File: config.mk
export PLATFORM = sky130hd
export DESIGN_NAME = rnpi_cell
export DESIGN_NICKNAME = d
export VERILOG_FILES = /design/src/design/rgb565_nearest_palette_index_top_assert.svh /design/src/design/rnpi_pkg.sv /design/src/design/rnpi_cell.sv
export SDC_FILE = /design/constraint.sdc
export NUM_CORES = 1
export LEC_CHECK = 0
export ABC_AREA = 1
export BUFFER_PORTS_ARGS = -buffer_cell sky130_fd_sc_hd__buf_2
export CORE_MARGIN = 2
export CORE_UTILIZATION = 60
export DETAILED_ROUTE_END_ITERATION = 7
export PLACE_DENSITY = 0.9
export SLEW_MARGIN = 5
export SYNTH_ARGS = -nofsm -noshare
export SYNTH_HDL_FRONTEND = slang
export SYNTH_SLANG_ARGS = --single-unit
File: constraint.sdc
create_clock -name clk_i -period 8.4 [get_ports clk_i]
set_input_delay 1.68 -clock clk_i [delete_from_list [all_inputs] [get_ports clk_i]]
set_output_delay 1.68 -clock clk_i [all_outputs]
set_load 0.01 [all_outputs]
File: src/design/rgb565_nearest_palette_index_top_assert.svh
// Assertion macros for the nearest palette index block.
`ifndef RGB565_NEAREST_PALETTE_INDEX_TOP_ASSERT_SVH
`define RGB565_NEAREST_PALETTE_INDEX_TOP_ASSERT_SVH

`ifndef SYNTHESIS
// Check a property on every rising clock edge outside reset.
`define RNPI_ASSERT(lbl, prop, msg) \
  lbl: assert property (@(posedge clk_i) disable iff (!rst_ni) (prop)) else $error(msg);
// Check a property on every rising clock edge, reset included.
`define RNPI_ASSERT_ALWAYS(lbl, prop, msg) \
  lbl: assert property (@(posedge clk_i) (prop)) else $error(msg);
`else
`define RNPI_ASSERT(lbl, prop, msg)
`define RNPI_ASSERT_ALWAYS(lbl, prop, msg)
`endif

`endif

File: src/design/rnpi_pkg.sv
// Shared types, constants and palette reset table for the nearest palette index block.
package rnpi_pkg;

  localparam int ENTRIES_DEF = 256;
  localparam int IDX_W       = 8;
  localparam int COLOR_W     = 16;
  localparam int DIST_W      = 13;

  // Starting bound of the search; every real distance is below it
  localparam logic [DIST_W-1:0] DIST_BOUND = DIST_W'(32 * 32 + 64 * 64 + 32 * 32);

  // Item kinds carried in tuser
  localparam logic MODE_QUERY = 1'b0;
  localparam logic MODE_WRITE = 1'b1;

  // One item moving down the compare chain
  typedef struct packed {
    logic               valid;
    logic               wr;
    logic [COLOR_W-1:0] color;
    logic [IDX_W-1:0]   idx;
    logic [DIST_W-1:0]  best_dist;
    logic [IDX_W-1:0]   best_idx;
  } stage_t;

  // Palette contents after reset
  function automatic logic [COLOR_W-1:0] palette_init(input logic [IDX_W-1:0] k);
    logic [IDX_W-1:0]   g;
    logic [COLOR_W-1:0] v;
    g = k - IDX_W'(32);
    unique case (k[7:5])
      3'd0:       v = {11'd0, k[4:0]};
      3'd1, 3'd2: v = {5'd0, g[5:0], 5'd0};
      3'd3:       v = {k[4:0], 11'd0};
      3'd4:       v = {5'd0, 6'd16, k[4:0]};
      3'd5:       v = {k[4:0], 6'd16, 5'd0};
      3'd6:       v = {5'd0, 6'd48, k[4:0]};
      3'd7:       v = {k[4:0], 6'd48, 5'd0};
    endcase
    if (k == '0) begin
      v = 16'hFFFF;
    end
    return v;
  endfunction

endpackage

File: src/design/rnpi_cell.sv
// One compare cell: holds a palette entry and updates the running best match.
module rnpi_cell #(
  parameter int IDX = 0
) (
  input  logic            clk_i,
  input  logic            rst_ni,
  input  logic            en_i,
  input  rnpi_pkg::stage_t stage_i,
  output rnpi_pkg::stage_t stage_o
);

  localparam logic [rnpi_pkg::IDX_W-1:0] IDX_CODE = rnpi_pkg::IDX_W'(IDX);

  logic [rnpi_pkg::COLOR_W-1:0] entry_q;
  logic [rnpi_pkg::COLOR_W-1:0] entry_d;
  logic                         valid_q;
  rnpi_pkg::stage_t             stage_q;
  rnpi_pkg::stage_t             stage_d;

  logic [5:0]                   dr, dg, db;
  logic [11:0]                  sr, sg, sb;
  logic [rnpi_pkg::DIST_W-1:0]  cand_dist;

  // Absolute field differences
  always_comb begin
    dr = (stage_i.color[15:11] >= entry_q[15:11])
         ? 6'(stage_i.color[15:11] - entry_q[15:11])
         : 6'(entry_q[15:11] - stage_i.color[15:11]);
    dg = (stage_i.color[10:5] >= entry_q[10:5])
         ? (stage_i.color[10:5] - entry_q[10:5])
         : (entry_q[10:5] - stage_i.color[10:5]);
    db = (stage_i.color[4:0] >= entry_q[4:0])
         ? 6'(stage_i.color[4:0] - entry_q[4:0])
         : 6'(entry_q[4:0] - stage_i.color[4:0]);
    sr = {6'd0, dr} * {6'd0, dr};
    sg = {6'd0, dg} * {6'd0, dg};
    sb = {6'd0, db} * {6'd0, db};
    cand_dist = rnpi_pkg::DIST_W'(sr) + rnpi_pkg::DIST_W'(sg) + rnpi_pkg::DIST_W'(sb);
  end

  // Take this entry only when strictly closer, so lower indexes win ties
  always_comb begin
    stage_d = stage_i;
    if (!stage_i.wr && (cand_dist < stage_i.best_dist)) begin
      stage_d.best_dist = cand_dist;
      stage_d.best_idx  = IDX_CODE;
    end
  end

  // Overwrite the entry when a write for this index passes
  always_comb begin
    entry_d = entry_q;
    if (en_i && stage_i.valid && stage_i.wr && (stage_i.idx == IDX_CODE)) begin
      entry_d = stage_i.color;
    end
  end

  always_ff @(posedge clk_i or negedge rst_ni) begin
    if (!rst_ni) begin
      entry_q <= rnpi_pkg::palette_init(IDX_CODE);
      valid_q <= 1'b0;
    end else begin
      entry_q <= entry_d;
      if (en_i) begin
        valid_q <= stage_i.valid;
      end
    end
  end

  // Advance the payload with the chain
  always_ff @(posedge clk_i) begin
    if (en_i) begin
      stage_q <= stage_d;
    end
  end

  always_comb begin
    stage_o       = stage_q;
    stage_o.valid = valid_q;
  end

endmodule

==> results.md, run 1 <==
* Placed cell areas at 8670 um^2
* Startpoint of the worst hold path: entry_q[10]
* Final Skew at 0.0156 ns
* Required @ worst endpoint at 8.50 ns
* Hold buffer count at cts at 0
* Slew HR at 20.5%
* RSZ-0062 raised after global routing: yes
* Sinks on Clock Net at 63
* Post-synthesis sequential area ratio at 25.2%
* Final count of hold timing violations at 0
* DR iter-0 viols at 692
* Max-Cap Viols at 0
* Post-Synth XOR/XNOR Area at 1.45%
* Total wire length at 24000 um
* FF-to-FF Start: entry_q[0]
* Core Region at 11900 um^2
* Post-synthesis compound-gate area fraction at 4.49%
* Number of synthesized flops with an enable pin at 46
* Layout cells sized above 1 at 39.4%
* DR WL met3 at 2180 um
* Via count at 7302
* Gpl congestion at 0.963
* Post-synth ARST share at 27.0%
* Buf/Inv on CP at 14
* Adder-cell area share of the yosys netlist at 31.7%
* Final period utilization at 106%
* Die Y at 114 um
* Post-synth top flop: edfxtp_1
* Diode count at 0
* Fmax at 0.112 GHz
* Fin area at 9660 um^2
* Starting Density at 60.8%
* R2r setup slk at 0.41 ns
* Most frequent CP cell: nand2_1
* Post-synth top area cell: edfxtp_1
* Fillers at 627
* Cell count after synthesis at 902
* Die width at 114 um
* # setup viols final at 21
* Final slew viol count at 0
* Register bit count reported by yosys at 63
* Hold Path End: entry_q[10]
* RR Endpoint: stage_o[19]
* Worst Tran Pin Value at 1.19 ns
* Antenna-violating nets left at 0
* Port bufs at 96
* Most numerous cell in the Yosys netlist: inv_1
* Share of the synthesized area in the top cell type at 19.1%
* Num CTS Buffers at 9
* Area of the multi-input gates at 4970 um^2
* Mux contribution to synthesized area at 0%
* CTS H-tree lvls at 3
* Failing checks: setup timing
* Die area at 13000 um^2
* Hold Path Cell Cnt at 2
* Top post-synthesis cells by count: 215 x inv_1, 212 x nand2_1, 78 x ha_1, 75 x nor2_1, 66 x fa_1
* DR DRC count at 0
* Outcome: complete, but fails checks
* Largest fanout on the critical path at 7
* Root Buffer: clkbuf_16
* Max clock buf depth at 2
* Met2 WL at 11800 um
* Number of global-route vias before repair at 7384
* Initial antenna violation count at 0
* Fin Setup TNS at -8.80 ns
* Place WS at -0.615 ns
* Register area at 1830 um^2
* R2R cell count at 42
* Post-layout nets at 1322
* GRT Residual Overflow at 0
* Rows at 40
* Crit path max-delay family: adder cells
* Mapped Area at 7240 um^2
* Area Growth Syn to Fin at 33.4%
* Crit path DAT at 9.02 ns
* Top routing layer used: met4
* GRT Util Overall at 33.8%
* Largest family of logic cells by synthesized area: adder cells
* Crit path kind: primary input to flip-flop
* Largest net degree at the start of global routing at 48
* Post-Synth Simple-Gate Area at 23.8%
* Drt via density at 5.71
* Class of the worst hold path: flip-flop to flip-flop
* I/O pin count at 97
* Clock slew seen by the registers of the worst setup and hold paths at 0.07 ns
* CP max stage delay at 0.57 ns
* First-pass DRT Iterations at 7
* Minimum clock period at 8.92 ns
* Number of library cell types mapped by synthesis at 39
* First-pass GRT wire length at 33900 um
* Crit start category: primary input
* Worst skew pair latency at 0.36 ns
* CP max-delay cell: fa_2
* Mean Syn Cell Area at 8.03 um^2
* TritonCTS clock tree: yes
* Crit end category: flip-flop
* Final setup margin at -0.518 ns
* DP HPWL at 14300 um
* Syn Nets at 1096
* YS warnings at 0
* Area contributors post-synth: edfxtp_1 19%, fa_1 18%, ha_1 13%
* WL per Instance at 18.8 um
* Hold Slack at 0.495 ns
* WL met1 at 8080 um
==> timing repair <==
item,CTS,global route
pin swaps,46,42
cloned,1,1
endpoints found under the setup margin,21,21
setup buffers,19,7
gates resized for setup,68,95
==> routing by layer <==
metal / vias up / global-route usage [%]
li1: 3175 / -
met1: 3382 / 34.9
met2: 539 / 60.7
met3: 206 / 8.55
met4: 0 / 22.1
met5: - / 0
==> sequential cells by signal, summed over array words and instances, names as in the netlist <==
register / flops
stage_o: 46
entry_q: 16
valid_q: 1
==> how the worst max path moves through the flow <==
stage	from	to	slack [ns]	depth (start not counted)
global route	stage_i[29]	stage_o[20]	-0.98	43
global placement	stage_i[34]	stage_o[16]	-0.31	37
finish	stage_i[29]	stage_o[19]	-0.52	44
detailed placement	stage_i[29]	stage_o[11]	-0.61	39
floorplan	stage_i[34]	stage_o[20]	-0.002	41
CTS	stage_i[29]	stage_o[10]	0.004	43
==> metrics by stage <==
step                      utilization [%]  instances
after CTS                            78.4       1273
after global routing                 81.1       1279
after global placement               72.8       1238
after detailed placement             72.8       1238
after floorplan                         -        902
final                                81.1       1279
==> area by class of cell <==
type	count	area share [%]
Clock buffer	10	2.37
Clock inverter	5	0.285
Inverter	230	9.15
Multi-Input combinational cell	595	51.4
Sequential cell	63	18.9
Tap cell	147	1.90
Timing Repair Buffer	229	16.0
==> cells by family after synthesis <==
| logic type | Yosys count |
|---|---|
| flops | 63 |
| compound gates | 56 |
| xor+xnor | 12 |
| fa+ha+maj | 144 |
| simple gates | 383 |
| buf+inv | 244 |
==> cell usage in the layout (no fill, tap or decap), types with 5 or more instances in the layout <==
master     synthesis  routed
ha_1              78      61
nor2_1            75      59
buf_6              4       5
inv_2             12      26
fa_1              66      50
nand3_2            1      11
a21oi_2            1       6
nand2_2           20      53
buf_2              5      95
buf_4              1     126
o21ai_1            1       8
nor2_2             3      13
o21ai_0           33      24
inv_1            215     199
nand2_4            8      15
xnor2_1            7       6
a21oi_1           13       8
nand4_1           12      12
nand3_1           39      27
nand2_1          212     172
edfxtp_1          46      46
fa_2               0      16
ha_4               0      11
o21ai_2            3       5
nor2_4             4      10
dfstp_2           16      16
ha_2               0       6
clkbuf_16          0      10
==> worst register-to-register path, delay by kind of cell, from the launching register on <==
family	cells	cell delay (ns)
and+or+nand+nor	19	2.19
adders and majority gates	10	3.73
DFF	1	0.57
buffers and inverters	12	1.19
AOI/OAI and AO/OA	1	0.08
Power of run 1 is left out: the tool's default activity adds up to more than one toggle a clock period on the data nets, which glitch-free logic cannot reach.
==> run 2: changes to the inputs <==
Settings changed: GPL_TIMING_DRIVEN set to 0.
==> results.md, run 2 (same netlist as run 1, synthesis figures left out) <==
* Root Buffer: clkbuf_16
* Port bufs at 96 (unchanged)
* Hold Slack at 0.511 ns (+0.0156 ns)
* Diode count at 0 (unchanged)
* Total wire length at 20700 um (-14%)
* Worst Tran Pin Value at 1.13 ns (-0.0611 ns)
* Gpl congestion at 0.932 (-3.2%)
* Grt met1 use at 32.1% (-2.8 points)
* Fmax at 0.115 GHz (+2.1%)
* Class of the worst hold path: flip-flop to flip-flop
* Crit end category: flip-flop
* CP max stage delay at 0.58 ns (about the same)
* Number of global-route vias before repair at 6439 (-13%)
* RSZ-0062 raised after global routing: yes
* DR iter-0 viols at 595 (-14%)
* Slew HR at 24.8% (+4.3 points)
* TritonCTS clock tree: yes
* Max clock buf depth at 2 (unchanged)
* Crit start category: primary input
* Area Growth Syn to Fin at 25.0%
* Outcome: complete, but fails checks
* DR DRC count at 0 (unchanged)
* Clock slew seen by the registers of the worst setup and hold paths at 0.06 ns (about the same)
* GR peak layer: met2
* Crit path DAT at 8.84 ns (-0.18 ns)
* WL per Instance at 17.3 um (-7.8%)
* Final period utilization at 104% (-2.2 points)
* GR Util met3 at 6.22% (-2.3 points)
* Final slew viol count at 0 (unchanged)
* Num CTS Buffers at 9 (unchanged)
* Antenna-violating nets left at 0 (unchanged)
* GRT Util Overall at 28.2% (-5.5 points)
* Final count of hold timing violations at 0 (unchanged)
* Minimum clock period at 8.73 ns (-0.187 ns)
* I/O pin count at 97 (unchanged)
* Max-Cap Viols at 0 (unchanged)
* Sinks on Clock Net at 63 (unchanged)
* Hold buffer count at cts at 0 (unchanged)
* Post-layout nets at 1242 (-6.1%)
* Most frequent CP cell: nand2_2
* Final Skew at 0.0144 ns (-0.00121 ns)
* Most common cell after layout, fill and taps aside: inv_1
* Via count at 6658 (-8.8%)
* Rows at 40 (unchanged)
* DP HPWL at 12100 um (-15%)
* Core Region at 11900 um^2 (unchanged)
* CP max-delay cell: fa_1
* CTS H-tree lvls at 3 (unchanged)
* Commonest cells after routing, fill and taps aside: 199 x inv_1, 172 x nand2_1, 97 x buf_2, 66 x nor2_1, 63 x ha_1
* Initial antenna violation count at 0 (unchanged)
* Max reg flops at 46 (unchanged)
* Layout cells sized above 1 at 32.7% (-6.7 points)
* Failing checks: setup timing
* Die width at 114 um (unchanged)
* First-pass DRT Iterations at 5 (-2)
* GRT Residual Overflow at 0 (unchanged)
* Required @ worst endpoint at 8.50 ns (about the same)
* Largest net degree at the start of global routing at 49 (+2.1%)
* Die area at 13000 um^2 (unchanged)
* Starting Density at 60.8% (unchanged)
* Drt via density at 5.55 (-2.8%)
* Crit path kind: primary input to flip-flop
* Largest fanout on the critical path at 5 (-2)
* Die Y at 114 um (unchanged)
* Grt met2 use at 51.0% (-9.7 points)
* Final setup margin at -0.330 ns (+0.187 ns)
* # setup viols final at 21 (unchanged)
* Fin Setup TNS at -4.88 ns (+3.92 ns)
* Worst skew pair latency at 0.36 ns (about the same)
* First-pass GRT wire length at 28500 um (-16%)
run 2: cell types whose count changed in the layout (fill, tap and decap cells not counted), moves of 4 or more:
cell,change
fa_1,+5
buf_4,-88
buf_6,+4
nor2_2,-4
fa_2,-5
ha_2,-5
nor2_1,+7
run 2: metrics by stage:
step                setup WS (ns)  cell area, um^2  util, %  instances
CTS                      -0.00125             8630     72.4       1184
global route               -0.598             9050     76.0       1200
global placement           -0.571             7940     66.7       1145
floorplan                -0.00204             7280        -        902
detailed placement         -0.722             7940     66.7       1145
finish                     -0.330             9050     76.0       1200
run 2: layout make-up:
class	count	area, um^2
Buffer	13	105
Fill cell	697	2860
Timing Repair Buffer	136	808
Multi-Input combinational cell	595	4910
Sequential cell	63	1830
Clock inverter	1	5.00
Tap cell	147	184
Inverter	230	893
Clock buffer	15	320
run 2: worst paths after layout:
| check | startpoint | to | slack, ns | depth (start not counted) |
|---|---|---|---|---|
| max | stage_i[29] | stage_o[9] | -0.33 | 42 |
| min | entry_q[11] | entry_q[11] | 0.51 | 2 |
| max reg2reg | entry_q[0] | stage_o[9] | 0.58 | 40 |
| min reg2reg | entry_q[11] | entry_q[11] | 0.51 | 2 |
| max in group asynchronous | rst_ni | entry_q[10] | 6.78 | 1 |
| min in group asynchronous | rst_ni | valid_q | 1.28 | 1 |
run 2: critical path: cells and delay by family:
| family | cells | cell delay (ns) |
|---|---|---|
| buffers and inverters | 11 | 1.07 |
| and+or+nand+nor | 20 | 1.93 |
| AOI/OAI and AO/OA | 1 | 0.08 |
| adders and majority gates | 10 | 4.03 |
run 2: what timing repair did:
action / in CTS / in global routing
gates resized for setup: 50 / 97
pin swaps: 34 / 54
endpoints found under the setup margin: 21 / 21
setup buffers: 22 / 17
cloned: 1 / 0
run 2: routing by layer:
| layer | vias up | wire length [um] |
|---|---|---|
| li1 | 3019 | - |
| met1 | 3128 | 7460 |
| met2 | 383 | 10300 |
| met3 | 128 | 1530 |
| met4 | 0 | 1400 |
| met5 | - | 0 |
Power of run 2 is left out for the same reason.
